**src/design/sngx_pkg.sv**
```systemverilog
// Shared constants, types and a helper function of the sparse n-gram span extractor.
`timescale 1ns / 1ps
`default_nettype none
package sngx_pkg;

  localparam int MAX_GRAM    = 16;
  localparam int OFFSET_BITS = 16;

  localparam int LEN_W      = $clog2(MAX_GRAM + 1);
  localparam int POS_W      = OFFSET_BITS + 1;
  localparam int BASE_W     = OFFSET_BITS + 2;
  localparam int CNT_W      = 3;
  localparam int CFG_IDX_W  = 3;
  localparam int CFG_DATA_W = 10;
  localparam int DENS_W     = 10;

  // Result slots in delivery order: UTF-8 flush, single gram, sparse
  // retirements from longest to shortest, boundary gram, end-of-value flush.
  localparam int SLOT_SINGLE = 3;
  localparam int SLOT_RET0   = 4;
  localparam int SLOT_BOUND  = SLOT_RET0 + MAX_GRAM;
  localparam int SLOT_F2     = SLOT_BOUND + 1;
  localparam int NUM_SLOTS   = SLOT_F2 + 3;

  localparam logic [63:0] MIX_C1    = 64'hbf58476d1ce4e5b9;
  localparam logic [63:0] MIX_C2    = 64'h94d049bb133111eb;
  localparam logic [31:0] PAIR_SALT = 32'h5bd1e995;

  typedef enum logic [CFG_IDX_W-1:0] {
    REG_GRAM_MODE  = 3'd0,
    REG_MIN_LENGTH = 3'd1,
    REG_MAX_LENGTH = 3'd2,
    REG_DENSITY    = 3'd3,
    REG_FOLD_CASE  = 3'd4
  } cfg_reg_t;

  typedef enum logic [2:0] {
    HOP_NONE = 3'd0,
    HOP_M0   = 3'd1,
    HOP_M1   = 3'd2,
    HOP_M2   = 3'd3,
    HOP_M3   = 3'd4,
    HOP_M4   = 3'd5,
    HOP_CMP  = 3'd6
  } hash_op_t;

  typedef struct packed {
    logic     latch;
    hash_op_t hop;
    logic     calc;
    logic     emit;
  } sngx_cmd_t;

  typedef struct packed {
    logic need_hash;
    logic slots_empty;
    logic slots_one;
    logic out_free;
  } sngx_sts_t;

  // Length of the UTF-8 sequence that a lead byte opens; 1 for anything else.
  function automatic logic [CNT_W-1:0] seq_len(input logic [7:0] c);
    logic [CNT_W-1:0] r;
    begin
      if (c[7] == 1'b0) r = 3'd1;
      else if (c[7:5] == 3'b110) r = 3'd2;
      else if (c[7:4] == 4'b1110) r = 3'd3;
      else if (c[7:3] == 5'b11110) r = 3'd4;
      else r = 3'd1;
      return r;
    end
  endfunction

endpackage
`default_nettype wire

```
**src/design/sngx_ctrl.sv**
```systemverilog
// Controller state machine that sequences hashing, step evaluation and result delivery.
`timescale 1ns / 1ps
`default_nettype none
module sngx_ctrl
  import sngx_pkg::*;
(
  input  wire logic      clk,
  input  wire logic      rst_n,
  input  wire logic      in_valid,
  output logic           in_ready,
  input  wire sngx_sts_t sts,
  output sngx_cmd_t      cmd
);

  typedef enum logic [8:0] {
    S_IDLE = 9'b000000001,
    S_M0   = 9'b000000010,
    S_M1   = 9'b000000100,
    S_M2   = 9'b000001000,
    S_M3   = 9'b000010000,
    S_M4   = 9'b000100000,
    S_CMP  = 9'b001000000,
    S_CALC = 9'b010000000,
    S_EMIT = 9'b100000000
  } state_t;

  state_t state_r, state_nxt;

  always_ff @(posedge clk) begin
    if (!rst_n) begin
      state_r <= S_IDLE;
    end else begin
      state_r <= state_nxt;
    end
  end

  always_comb begin
    state_nxt = state_r;
    cmd       = '{latch: 1'b0, hop: HOP_NONE, calc: 1'b0, emit: 1'b0};
    in_ready  = 1'b0;
    case (state_r)
      S_IDLE: begin
        in_ready  = 1'b1;
        cmd.latch = in_valid;
        if (in_valid) begin
          state_nxt = sts.need_hash ? S_M0 : S_CALC;
        end
      end
      S_M0: begin
        cmd.hop   = HOP_M0;
        state_nxt = S_M1;
      end
      S_M1: begin
        cmd.hop   = HOP_M1;
        state_nxt = S_M2;
      end
      S_M2: begin
        cmd.hop   = HOP_M2;
        state_nxt = S_M3;
      end
      S_M3: begin
        cmd.hop   = HOP_M3;
        state_nxt = S_M4;
      end
      S_M4: begin
        cmd.hop   = HOP_M4;
        state_nxt = S_CMP;
      end
      S_CMP: begin
        cmd.hop   = HOP_CMP;
        state_nxt = S_CALC;
      end
      S_CALC: begin
        cmd.calc  = 1'b1;
        state_nxt = S_EMIT;
      end
      S_EMIT: begin
        cmd.emit = sts.out_free && !sts.slots_empty;
        if (sts.slots_empty || (sts.out_free && sts.slots_one)) begin
          state_nxt = S_IDLE;
        end
      end
      default: begin
        state_nxt = S_IDLE;
      end
    endcase
  end

endmodule
`default_nettype wire

```
**src/design/sngx_dp.sv**
```systemverilog
// Datapath: configuration, text state, pair hash, step evaluation and result register.
`timescale 1ns / 1ps
`default_nettype none
module sngx_dp
  import sngx_pkg::*;
(
  input  wire logic                  clk,
  input  wire logic                  rst_n,
  input  wire sngx_cmd_t             cmd,
  output sngx_sts_t                  sts,
  input  wire logic [7:0]            in_text_byte,
  input  wire logic                  in_end_of_value,
  input  wire logic                  cfg_valid,
  input  wire logic [CFG_IDX_W-1:0]  cfg_index,
  input  wire logic [CFG_DATA_W-1:0] cfg_data,
  output logic                       out_valid,
  input  wire logic                  out_ready,
  output logic [OFFSET_BITS-1:0]     out_gram_start,
  output logic [LEN_W-1:0]           out_gram_length,
  output logic                       out_offset_overflow,
  output logic                       out_last_of_run
);

  // Configuration registers.
  logic              mode_r;
  logic [4:0]        min_len_r;
  logic [4:0]        max_len_r;
  logic [DENS_W-1:0] dens_r;
  logic              fold_r;

  // Text state.
  logic [POS_W-1:0]    pos_r, pos_nxt;
  logic [LEN_W-1:0]    seg_r, seg_nxt;
  logic [MAX_GRAM-1:0] hist_r, hist_nxt;
  logic [7:0]          prev_r, prev_nxt;
  logic [MAX_GRAM:0]   pend_r, pend_nxt;
  logic [CNT_W-1:0]    ucnt_r, ucnt_nxt;
  logic [CNT_W-1:0]    uneed_r, uneed_nxt;

  // Latched item and hash.
  logic [7:0]  c_r;
  logic        eov_r;
  logic [63:0] acc1_r, acc2_r;
  logic        bnd_r;

  // Pending results of the current step.
  logic [NUM_SLOTS-1:0] slots_r, slots_nxt;
  logic [CNT_W-1:0]     k1_r, k1_nxt, k2_r, k2_nxt;
  logic [LEN_W-1:0]     sb_r, sb_nxt, sl_r, sl_nxt;
  logic [POS_W-1:0]     step_pos_r;

  // Output register.
  logic                   out_valid_r;
  logic [OFFSET_BITS-1:0] out_start_r;
  logic [LEN_W-1:0]       out_len_r;
  logic                   out_ovf_r;
  logic                   out_last_r;

  // A write to any defined register empties the open sparse starts.
  logic cfg_hit;
  assign cfg_hit = cfg_valid && (cfg_index inside {REG_GRAM_MODE, REG_MIN_LENGTH,
                                                   REG_MAX_LENGTH, REG_DENSITY,
                                                   REG_FOLD_CASE});

  // Effective lengths.
  logic [LEN_W-1:0] n_eff, mx_eff, mn_ext, mx_ext;

  always_comb begin
    mn_ext = LEN_W'(min_len_r);
    mx_ext = LEN_W'(max_len_r);
    n_eff  = mn_ext;
    if (mn_ext == '0) n_eff = LEN_W'(1);
    if (mn_ext > LEN_W'(MAX_GRAM)) n_eff = LEN_W'(MAX_GRAM);
    mx_eff = mx_ext;
    if (mx_ext == '0) mx_eff = LEN_W'(1);
    if (mx_ext > LEN_W'(MAX_GRAM)) mx_eff = LEN_W'(MAX_GRAM);
    if (mx_eff < n_eff) mx_eff = n_eff;
  end

  logic [7:0] c_in;
  always_comb begin
    c_in = in_text_byte;
    if (fold_r && (in_text_byte inside {[8'h41:8'h5A]})) c_in = in_text_byte + 8'd32;
  end

  // Pair hash: a 64-bit finalizer built from one shared 32x32 multiplier.
  logic [31:0] key, x1, mul_a, mul_b;
  logic [63:0] prod, x2;
  logic [15:0] hval;
  logic [16:0] hp1;
  logic [26:0] lhs, rhs;

  always_comb begin
    key = {16'd0, prev_r, c_r} ^ PAIR_SALT;
    x1  = key ^ {30'd0, key[31:30]};
    x2  = acc1_r ^ (acc1_r >> 27);
    case (cmd.hop)
      HOP_M0: begin
        mul_a = x1;
        mul_b = MIX_C1[31:0];
      end
      HOP_M1: begin
        mul_a = x1;
        mul_b = MIX_C1[63:32];
      end
      HOP_M2: begin
        mul_a = x2[31:0];
        mul_b = MIX_C2[31:0];
      end
      HOP_M3: begin
        mul_a = x2[31:0];
        mul_b = MIX_C2[63:32];
      end
      HOP_M4: begin
        mul_a = x2[63:32];
        mul_b = MIX_C2[31:0];
      end
      default: begin
        mul_a = '0;
        mul_b = '0;
      end
    endcase
    prod = {32'd0, mul_a} * {32'd0, mul_b};
    hval = acc2_r[15:0] ^ acc2_r[46:31];
    hp1  = {1'b0, hval} + 17'd1;
    // h < floor(d * 65536 / 1000) is the same as (h + 1) * 1000 <= d * 65536.
    lhs  = 27'(hp1) * 27'd1000;
    rhs  = 27'({dens_r, 16'd0});
  end

  always_ff @(posedge clk) begin
    case (cmd.hop)
      HOP_M0: acc1_r <= prod;
      HOP_M1: acc1_r <= acc1_r + {prod[31:0], 32'd0};
      HOP_M2: acc2_r <= prod;
      HOP_M3: acc2_r <= acc2_r + {prod[31:0], 32'd0};
      HOP_M4: acc2_r <= acc2_r + {prod[31:0], 32'd0};
      HOP_CMP: bnd_r <= (lhs <= rhs);
      default: begin
      end
    endcase
    if (cmd.latch) begin
      c_r   <= c_in;
      eov_r <= in_end_of_value;
    end
  end

  // Step evaluation.
  logic [MAX_GRAM:0]   nw;
  logic [MAX_GRAM-1:0] hist_sh;
  logic [MAX_GRAM:0]   psh, ret;
  logic                handled;

  always_comb begin
    logic [MAX_GRAM-1:0] m;
    hist_sh = {hist_r[MAX_GRAM-2:0], (c_r == 8'd0)};
    m = '0;
    nw = '0;
    for (int i = 0; i < MAX_GRAM; i++) begin
      m[i] = 1'b1;
      nw[i+1] = |(hist_sh & m);
    end

    hist_nxt  = hist_sh;
    pos_nxt   = (pos_r != {POS_W{1'b1}}) ? pos_r + POS_W'(1) : pos_r;
    seg_nxt   = seg_r;
    prev_nxt  = c_r;
    pend_nxt  = pend_r;
    ucnt_nxt  = ucnt_r;
    uneed_nxt = uneed_r;
    slots_nxt = '0;
    k1_nxt    = '0;
    k2_nxt    = '0;
    sb_nxt    = '0;
    sl_nxt    = '0;
    handled   = 1'b0;
    psh       = pend_r << 1;
    ret       = '0;

    if (ucnt_r != '0) begin
      if ((c_r[7:6] == 2'b10) && (ucnt_r < uneed_r)) begin
        handled  = 1'b1;
        ucnt_nxt = ucnt_r + CNT_W'(1);
        if (ucnt_nxt == uneed_r) begin
          slots_nxt[SLOT_SINGLE] = 1'b1;
          sb_nxt   = LEN_W'(uneed_r) - LEN_W'(1);
          sl_nxt   = LEN_W'(uneed_r);
          ucnt_nxt = '0;
        end
      end else begin
        for (int j = 0; j < 3; j++) slots_nxt[j] = (CNT_W'(j) < ucnt_r);
        k1_nxt   = ucnt_r;
        ucnt_nxt = '0;
      end
    end

    if (!handled) begin
      if (c_r[7] == 1'b0) begin
        if (seg_r < LEN_W'(MAX_GRAM)) seg_nxt = seg_r + LEN_W'(1);
        if (!mode_r) begin
          if ((seg_nxt >= n_eff) && !nw[n_eff]) begin
            slots_nxt[SLOT_SINGLE] = 1'b1;
            sb_nxt = n_eff - LEN_W'(1);
            sl_nxt = n_eff;
          end
        end else if (seg_nxt >= LEN_W'(2)) begin
          // Open starts age by one; the oldest retire at max length, and on a
          // boundary every start that has reached min length retires too.
          for (int l = 1; l <= MAX_GRAM; l++) begin
            ret[l] = psh[l] && ((LEN_W'(l) == mx_eff) || (bnd_r && (LEN_W'(l) >= n_eff)));
            slots_nxt[SLOT_RET0 + MAX_GRAM - l] = ret[l] && !nw[l];
          end
          pend_nxt = psh & ~ret;
          if (bnd_r) begin
            if (mx_eff <= LEN_W'(2)) begin
              slots_nxt[SLOT_BOUND] = (mx_eff == LEN_W'(2)) ? !nw[2] : !hist_sh[1];
            end else begin
              pend_nxt[2] = 1'b1;
            end
          end
        end
      end else begin
        seg_nxt  = '0;
        pend_nxt = '0;
        if (seq_len(c_r) == CNT_W'(1)) begin
          slots_nxt[SLOT_SINGLE] = 1'b1;
          sb_nxt = '0;
          sl_nxt = LEN_W'(1);
        end else begin
          uneed_nxt = seq_len(c_r);
          ucnt_nxt  = CNT_W'(1);
        end
      end
    end

    if (eov_r) begin
      for (int j = 0; j < 3; j++) slots_nxt[SLOT_F2 + j] = (CNT_W'(j) < ucnt_nxt);
      k2_nxt   = ucnt_nxt;
      ucnt_nxt = '0;
      seg_nxt  = '0;
      pend_nxt = '0;
      pos_nxt  = '0;
      hist_nxt = '0;
      prev_nxt = '0;
    end
  end

  // Result selection: the lowest pending slot goes out next.
  logic [NUM_SLOTS-1:0]   first_oh;
  logic [LEN_W-1:0]       e_back, e_len;
  logic                   e_hi, found;
  logic [BASE_W-1:0]      base, start;
  logic                   e_ovf;
  logic [OFFSET_BITS-1:0] e_start;

  always_comb begin
    found    = 1'b0;
    first_oh = '0;
    e_back   = '0;
    e_len    = '0;
    e_hi     = 1'b0;
    for (int i = 0; i < NUM_SLOTS; i++) begin
      if (slots_r[i] && !found) begin
        found       = 1'b1;
        first_oh[i] = 1'b1;
        if (i < SLOT_SINGLE) begin
          e_back = LEN_W'(k1_r) - LEN_W'(i);
          e_len  = LEN_W'(1);
        end else if (i == SLOT_SINGLE) begin
          e_back = sb_r;
          e_len  = sl_r;
        end else if (i < SLOT_BOUND) begin
          e_len  = LEN_W'(MAX_GRAM - (i - SLOT_RET0));
          e_back = e_len - LEN_W'(1);
        end else if (i == SLOT_BOUND) begin
          e_back = LEN_W'(1);
          e_len  = mx_eff;
        end else begin
          e_back = LEN_W'(k2_r) - LEN_W'(i - SLOT_F2);
          e_len  = LEN_W'(1);
          e_hi   = 1'b1;
        end
      end
    end
    base    = BASE_W'(step_pos_r) + BASE_W'(e_hi);
    start   = (BASE_W'(e_back) > base) ? '0 : base - BASE_W'(e_back);
    e_ovf   = start > BASE_W'({OFFSET_BITS{1'b1}});
    e_start = e_ovf ? {OFFSET_BITS{1'b1}} : start[OFFSET_BITS-1:0];
  end

  always_ff @(posedge clk) begin
    if (!rst_n) begin
      mode_r      <= 1'b0;
      min_len_r   <= 5'd3;
      max_len_r   <= 5'd8;
      dens_r      <= DENS_W'(100);
      fold_r      <= 1'b0;
      pos_r       <= '0;
      seg_r       <= '0;
      hist_r      <= '0;
      prev_r      <= '0;
      pend_r      <= '0;
      ucnt_r      <= '0;
      uneed_r     <= '0;
      slots_r     <= '0;
      out_valid_r <= 1'b0;
    end else begin
      if (cmd.calc) begin
        pos_r   <= pos_nxt;
        seg_r   <= seg_nxt;
        hist_r  <= hist_nxt;
        prev_r  <= prev_nxt;
        ucnt_r  <= ucnt_nxt;
        uneed_r <= uneed_nxt;
        slots_r <= slots_nxt;
      end else if (cmd.emit) begin
        slots_r <= slots_r & ~first_oh;
      end
      if (cfg_hit) begin
        pend_r <= '0;
      end else if (cmd.calc) begin
        pend_r <= pend_nxt;
      end
      if (cmd.emit) begin
        out_valid_r <= 1'b1;
      end else if (out_ready) begin
        out_valid_r <= 1'b0;
      end
      if (cfg_valid) begin
        case (cfg_reg_t'(cfg_index))
          REG_GRAM_MODE: begin
            mode_r <= cfg_data[0];
          end
          REG_MIN_LENGTH: begin
            min_len_r <= cfg_data[4:0];
          end
          REG_MAX_LENGTH: begin
            max_len_r <= cfg_data[4:0];
          end
          REG_DENSITY: begin
            dens_r <= cfg_data[DENS_W-1:0];
          end
          REG_FOLD_CASE: begin
            fold_r <= cfg_data[0];
          end
          default: begin
          end
        endcase
      end
    end
  end

  always_ff @(posedge clk) begin
    if (cmd.calc) begin
      k1_r       <= k1_nxt;
      k2_r       <= k2_nxt;
      sb_r       <= sb_nxt;
      sl_r       <= sl_nxt;
      step_pos_r <= pos_r;
    end
    if (cmd.emit) begin
      out_start_r <= e_start;
      out_len_r   <= e_len;
      out_ovf_r   <= e_ovf;
      out_last_r  <= sts.slots_one;
    end
  end

  always_comb begin
    sts.need_hash   = mode_r && !in_text_byte[7] && (seg_r != '0);
    sts.slots_empty = (slots_r == '0);
    sts.slots_one   = ((slots_r & (slots_r - NUM_SLOTS'(1))) == '0);
    sts.out_free    = !out_valid_r || out_ready;
  end

  assign out_valid           = out_valid_r;
  assign out_gram_start      = out_start_r;
  assign out_gram_length     = out_len_r;
  assign out_offset_overflow = out_ovf_r;
  assign out_last_of_run     = out_last_r;

endmodule
`default_nettype wire

```
**src/design/sparse_ngram_span_extractor_top.sv**
```systemverilog
// Top level of the sparse n-gram span extractor.
`timescale 1ns / 1ps
`default_nettype none
// Takes one text byte per transfer and delivers gram spans (start, length) in
// text order, one result per transfer, with last_of_run on the final result of
// each byte. An item passes the step evaluation state, then one emit state per
// result, held while the output register is full. A sparse-mode ASCII byte
// after the first of its run adds the pair hash states M0 to M4 and CMP, on
// one shared 32x32 multiplier. A finished result waits in the output register
// while the next byte is taken, and a further result waits for it to drain.
// Configuration writes are taken in any cycle and belong to idle periods.
module sparse_ngram_span_extractor_top
  import sngx_pkg::*;
(
  input  wire logic                  clk,
  input  wire logic                  rst_n,
  input  wire logic                  in_valid,
  output logic                       in_ready,
  input  wire logic [7:0]            in_text_byte,
  input  wire logic                  in_end_of_value,
  output logic                       out_valid,
  input  wire logic                  out_ready,
  output logic [OFFSET_BITS-1:0]     out_gram_start,
  output logic [LEN_W-1:0]           out_gram_length,
  output logic                       out_offset_overflow,
  output logic                       out_last_of_run,
  input  wire logic                  cfg_valid,
  output logic                       cfg_ready,
  input  wire logic [CFG_IDX_W-1:0]  cfg_index,
  input  wire logic [CFG_DATA_W-1:0] cfg_data
);

  sngx_cmd_t cmd;
  sngx_sts_t sts;

  assign cfg_ready = 1'b1;

  sngx_ctrl u_ctrl (
    .clk      (clk),
    .rst_n    (rst_n),
    .in_valid (in_valid),
    .in_ready (in_ready),
    .sts      (sts),
    .cmd      (cmd)
  );

  sngx_dp u_dp (
    .clk                 (clk),
    .rst_n               (rst_n),
    .cmd                 (cmd),
    .sts                 (sts),
    .in_text_byte        (in_text_byte),
    .in_end_of_value     (in_end_of_value),
    .cfg_valid           (cfg_valid),
    .cfg_index           (cfg_index),
    .cfg_data            (cfg_data),
    .out_valid           (out_valid),
    .out_ready           (out_ready),
    .out_gram_start      (out_gram_start),
    .out_gram_length     (out_gram_length),
    .out_offset_overflow (out_offset_overflow),
    .out_last_of_run     (out_last_of_run)
  );

endmodule
`default_nettype wire

```
**config.mk**
```make
export PLATFORM = sky130hd
export DESIGN_NAME = sparse_ngram_span_extractor_top
export DESIGN_NICKNAME = d
export VERILOG_FILES = /design/src/design/sngx_pkg.sv /design/src/design/sngx_ctrl.sv /design/src/design/sngx_dp.sv /design/src/design/sparse_ngram_span_extractor_top.sv
export SDC_FILE = /design/constraint.sdc
export NUM_CORES = 2
export LEC_CHECK = 0
export BUFFER_PORTS_ARGS = -buffer_cell sky130_fd_sc_hd__clkbuf_2
export CAP_MARGIN = 20
export CORE_MARGIN = 2
export CORE_UTILIZATION = 29
export CTS_BUF_LIST = sky130_fd_sc_hd__clkbuf_2
export CTS_CLUSTER_DIAMETER = 80
export DETAILED_ROUTE_END_ITERATION = 8
export PLACE_DENSITY = 0.49
export SETUP_SLACK_MARGIN = 0.4
export SYNTH_ARGS = -nofsm -noshare
export SYNTH_HDL_FRONTEND = slang
export SYNTH_SLANG_ARGS = --single-unit
```
**constraint.sdc**
```tcl
create_clock -name clk -period 35.3 [get_ports clk]
set_input_delay 3.53 -clock clk [delete_from_list [all_inputs] [get_ports clk]]
set_output_delay 3.53 -clock clk [all_outputs]
set_load 0.01 [all_outputs]
```
Word-level counts from Yosys, hierarchy flattened
Index checks and enable logic that the tools add are counted.
Word-level totals
  latch bits: 0
  bits in writable memories: 0
  bits in read-only memories: 0
  memories kept: 0
  flip-flop bits (word level): 317
  bits of input ports: 27
  logic and storage cells: 514
  output and inout bits: 26
Cells by class
  equality and inequality tests: 46
  add/sub/neg operators: 16
  bitwise logic cells: 13
  reduce and logical (&&, ||, !) cells: 190
  magnitude comparators: 36
  div/mod/pow operators: 0
  mux-type cells: 182
  $mul: 2
  shift-type cells: 0
Operator list (count)
  $mux 5: 67
  $pmux 64 s2: 2
  $add 64x64->64: 2
  $pmux 32 s4: 1
  $pmux 32 s3: 1
  $mux 17: 5
  $pmux 9 s9: 1
  $logic_and 1x1->1: 80
  $mux 16: 5
  $mux 1: 71
  $mul 32x32->64: 1
  $xor 64x37->64: 1
  $and 24x24->24: 2
  $logic_not 24->1: 2
  $mux 24: 2
  $mux 3: 16
  $logic_not 1->1: 44
  $eq 4x5->1 const A: 8
  $ge 4x5->1 const A: 8
  $mux 18: 2
  $xor 31x1->31: 1
  $le 27x26->1: 1
  $mul 17x7->24 const B: 1
  $mux 8: 3
  other kinds (88): 158

Logic depth before layout (Yosys ltp)
  depth in word-level cells: 74
  mapped depth: 46
  gate-level depth less buffers: 43

Hierarchy
From an unflattened synthesis, not the netlist that was laid out.
Unflattened totals
  cells, all modules: 5125
  area total of the unflattened synthesis: 48421.4 µm²
Modules (own cells, without submodules)
  sngx_dp: cells each 5056, area an instance 47825.9 µm², seq. area each 7106.8 µm², times used 1
  sngx_ctrl: cells each 67, area an instance 584.3 µm², seq. area each 180.2 µm², times used 1
  sparse_ngram_span_extractor_top: cells each 2, area an instance 11.3 µm², seq. area each 0.0 µm², times used 1

Least setup slack after synthesis
Ideal clock, no wire load.
  kind: flip-flop to flip-flop
  start point: reg u_ctrl.state_r[2]
  end point: reg u_dp.acc1_r[63] (data pin)
  setup slack: 23.439 ns
  required time: 35.031 ns
  clock period less this slack: 11.861 ns
  stages on the path, launching flop included: 39
  setup time: 0.269 ns
  data arrival time: 11.592 ns
  buffers on the path: 3
  path through: dfxtp_1 -> clkbuf_1 -> nor4_1 -> nor3b_1 -> and4bb_2 -> inv_1 -> nand2_1 -> clkbuf_1 -> buf_1 -> nor2_1 -> inv_1 -> nand2_1 -> fa_1 -> inv_1 -> fa_1 -> fa_1 -> inv_1 -> fa_1 -> (+3 left out) -> fa_1 -> fa_1 -> ha_1 -> nand2_1 -> a2111oi_1 -> nor3_2 -> xnor2_1 -> ha_1 -> a21o_1 -> a21o_1 -> a21oi_1 -> o21ai_0 -> a21o_1 -> o41ai_1 -> nor3_1 -> a311oi_1 -> xnor2_1 -> mux2i_1
Between the ends
  word-level cells in the longest chain between the ends: 8
  elaborated cells between the ends (all ways): 20
  those cells by class: add/sub (1); mul (1); eq/ne (11); mux (4); reduce/logical (3)
Ends and longest elaborated chain
  from (decl): RTL line sngx_ctrl.sv:27  | state_t state_r, state_nxt;
  from (signal assigned): RTL line sngx_ctrl.sv:33  | state_r <= state_nxt;
  $eq 9x7->1, or another cell as far along: RTL line sngx_ctrl.sv:41  | case (state_r)
  $pmux 3 s6 (*): RTL line sngx_ctrl.sv:41
  $eq 3x2->1, or another cell as far along: RTL line sngx_dp.sv:97  | case (cmd.hop)
  $reduce_or 2->1 (no line)
  $pmux 32 s4 or $pmux 32 s3 (tied branches): RTL line sngx_dp.sv:97
  $mul 32x32->64: RTL line sngx_dp.sv:123  | prod = {32'd0, mul_a} * {32'd0, mul_b};
  $add 64x64->64: RTL line sngx_dp.sv:134  | HOP_M1: acc1_r <= acc1_r + {prod[31:0], 32'd0};
  $pmux 64 s2 (*): RTL line sngx_dp.sv:132  | case (cmd.hop)
  to (signal assigned): RTL line sngx_dp.sv:133  | HOP_M0: acc1_r <= prod;
  to (signal assigned): RTL line sngx_dp.sv:134
  to (decl): RTL line sngx_dp.sv:43  | logic [63:0] acc1_r, acc2_r;
Every way passes the cells marked *; elsewhere a longest branch is shown, timed or not.
A chain may end at the register's enable or synchronous reset.

Worst setup path after layout
  start point: reg u_ctrl.state_r[8]
  end point: reg u_dp.acc1_r[63] (data pin)
The elaborated chain is that of the path after synthesis.

==> results.cfg <==
[status]
outcome = finished, final reports clean

[cts]
clkLatencyLatePin_ns = 1.10
postCtsSetupBuffers = 0
cts_sinks = 283
cts_buffers = 84
cts_tree = built
holdBufCountCts = 0
ctsLongestPathBuffers = 3
cts.clk_slew.worst_paths_ns = 0.12
h-tree-depth = 3
cts-root-buf = clkbuf_2
post_cts_resized = 0

[power_and_ir_drop]
p_leak_nw = 26.48
vdd_drop_max_v = 0.00001698
power.density_nw_per_um2 = 16.80

[yosys]
synthFlopType = edfxtp_1
ys_seq_area_frac = 0.1498
yosys-top-cells-count = inv_1 (1,163), fa_1 (886), ha_1 (475), nor2_1 (450), nand2_1 (286)
post-synth-top-area-cell = fa_1
syn_area_per_cell_um2 = 9.510
synth_edf_count = 162
synth_area_leaders = fa_1 (36%), ha_1 (12%), edfxtp_1 (10%)
async_flop_share = 0
synth_top_area_frac = 0.3647
synth_area_um2 = 48640
yosysMostFrequentCell = inv_1
ys_seq_elements = 283
netlist_instances = 5114
ys_types = 90
yosys_warnings = 0

[die]
die_h_um = 413.5
die-area_um2 = 171000
core_area_um2 = 166800
die_width_um = 413.5
ios = 53
initial_core_util = 0.2915
rows = 150

[finish]
fin_cells = 7517
num-fill-cells = 17579
final-seq-area_um2 = 7287
multi_input_area_um2 = 36800
syn_to_final_growth_pct = 8.693
drive_above_1_share = 0.06532
nets = 6634

[placement]
dpl.hpwl_um = 147100
placed_cells = 7363
portBuffers = 51
gp_congestion = 0.9822

[critical_path]
worstPathRequired_ns = 36.11
slowest_stage = and4bb_2
crit_type = reg2reg
cp.arrival_ns = 14.66
cp-end-kind = flop
max_stage_delay_ns = 0.79
path_buf_inv = 8
critPathMostFrequentCell = fa_1
cp_max_fo = 35
startpoint_type = flop
crit_family = adder cells
timing.reg2reg.setup_slack_ns = 21.45

[grt]
grt_pass1_vias = 38618
grt_usage = 0.2045
grt_max_degree = 45
grt_pass1_wl_um = 257000
grt_overflow = 0
antenna_found_initial = 9

[run]
maxCapViolations = 0

[sta]
slew_headroom = 0.2755
skew_ns = 0.1405
finalHoldViolCount = 0
tns_ns = 0
period_share = 0.3924
fmax_ghz = 0.07219
grt_setup_unrepaired = no
period_minus_slack_ns = 13.85
tightest_slew_ns = 1.083
finalMaxSlewViolations = 0
setup_viol = 0

[drt]
totalWireLength_um = 172000
ant_nets = 0
route.detailed.drc = 0
firstDrtPassIters = 6
num_vias = 36513
routedWlPerCell_um = 22.88
drt_iter0_markers = 2592
vias_per_cell = 4.857

[hold_path]
min-delay-path-class = reg2reg
[worst paths after layout]
check | cells past startpoint | from | to
max reg2reg | 43 | u_ctrl.state_r[8]$_SDFFE_PN0P_ | u_dp.acc1_r[63]$_DFFE_PN_
max | 43 | u_ctrl.state_r[8]$_SDFFE_PN0P_ | u_dp.acc1_r[63]$_DFFE_PN_
min | 2 | u_dp.pend_r[7]$_SDFFE_PP0P_ | u_dp.pend_r[8]$_SDFFE_PP0P_
min reg2reg | 2 | u_dp.pend_r[7]$_SDFFE_PP0P_ | u_dp.pend_r[8]$_SDFFE_PP0P_
[where the power goes]
| group | internal, W | switching (W) | leakage, nW | total (W) |
|---|---|---|---|---|
| registers | 0.000358 | 0.00000797 | 2.47 | 0.000366 |
| clock network | 0.000112 | 0.000161 | 0.621 | 0.000273 |
| logic | 0.0000839 | 0.000165 | 23.4 | 0.000249 |
| total | 0.000554 | 0.000334 | 26.5 | 0.000888 |
[final cells by class]
type                    instances  area share
diodes                          1  0.00004734
multi-input cells            3587      0.6961
clock inverters                29    0.004000
inverters                    1164     0.08265
well taps                    2204     0.05217
repair buffers                126     0.01557
flip-flops and latches        283      0.1378
clock buffers                 123     0.01164
[kinds of logic (layout without fill, tap and decap cells)]
logic type | after synthesis | after routing | synth area share
compound gates | 725 | 725 | 0.09843
xor+xnor | 236 | 236 | 0.04250
fa+ha+maj | 1365 | 1365 | 0.4877
buf+inv | 1306 | 1442 | 0.1012
flops | 283 | 283 | 0.1498
mux | 39 | 39 | 0.008284
other cells | 2 | 65 | 0.0001544
simple gates | 1158 | 1158 | 0.1119
[registers in the layout (all words and copies together) (netlist names), 5 cells and up]
name	cells
u_dp.out_gram_start	16
u_dp.hist_r	15
u_dp.pend_r	14
u_dp.pos_r	17
u_dp.max_len_r	5
u_dp.out_gram_length	5
u_dp.sl_r	5
u_dp.acc2_r	32
u_dp.acc1_r	64
u_ctrl.state_r	9
u_dp.sb_r	5
u_dp.step_pos_r	17
u_dp.slots_r	24
u_dp.prev_r	8
u_dp.c_r	8
u_dp.min_len_r	5
u_dp.dens_r	10
u_dp.seg_r	5
[through the flow]
stage          hold slack (ns)  total power (W)  area [um^2]  setup slack [ns]    util
2_1_floorplan           0.4247        0.0005223        48870             23.44       -
3_3_place_gp            0.4464        0.0006199        52010             21.94  0.3117
3_5_place_dp            0.4593        0.0006210        52030             21.71  0.3118
4_1_cts                 0.4376        0.0009027        52860             21.62  0.3168
5_1_grt                 0.4632        0.0009435        52860             20.61  0.3168
6_report                0.4646        0.0008881        52860             21.45  0.3168
[worst reg2reg max path: cells and delay by family (launching register included)]
kind / cells / cell delay [ns]
fa+ha+maj: 10 / 4.46
buf+inv: 8 / 1.54
flops: 1 / 0.42
simple gates: 10 / 3.82
mux: 1 / 0.09
xor+xnor: 2 / 0.32
compound gates: 12 / 2.92
[layout by cell type, fill, tap and decap left out, types with 15 or more instances in the layout]
master | netlist | routed
o21ai_0 | 140 | 140
xor2_1 | 117 | 117
ha_1 | 475 | 475
and3_1 | 22 | 22
xnor2_1 | 119 | 119
a22o_1 | 48 | 48
o21a_1 | 19 | 19
clkbuf_2 | 0 | 175
buf_4 | 2 | 73
a21oi_1 | 201 | 201
nor2_1 | 450 | 441
a31oi_1 | 29 | 29
nor2b_1 | 31 | 31
nor3_1 | 62 | 62
edfxtp_1 | 162 | 162
nand3_1 | 57 | 57
conb_1 | 2 | 64
a22oi_1 | 20 | 20
nand2_1 | 286 | 285
a21o_1 | 75 | 75
o211ai_1 | 25 | 25
or3_1 | 24 | 24
nand2b_1 | 44 | 44
and2_1 | 45 | 45
clkinv_1 | 1 | 15
nor4_1 | 20 | 19
inv_1 | 1163 | 1161
fa_1 | 886 | 886
dfxtp_1 | 121 | 121
mux2i_1 | 29 | 29
o21bai_1 | 22 | 22
or2_2 | 18 | 18
nand4_1 | 35 | 35
[routing by layer]
layer,GRT usage,part of all wire,vias up
met3,0.02351,0.052,277
met5,0,0,-
li1,-,-,16525
met2,0.3317,0.46,1187
met1,0.2767,0.44,18524
met4,0.08420,0.048,0
No activity file was read; power rests on OpenSTA's default activity.
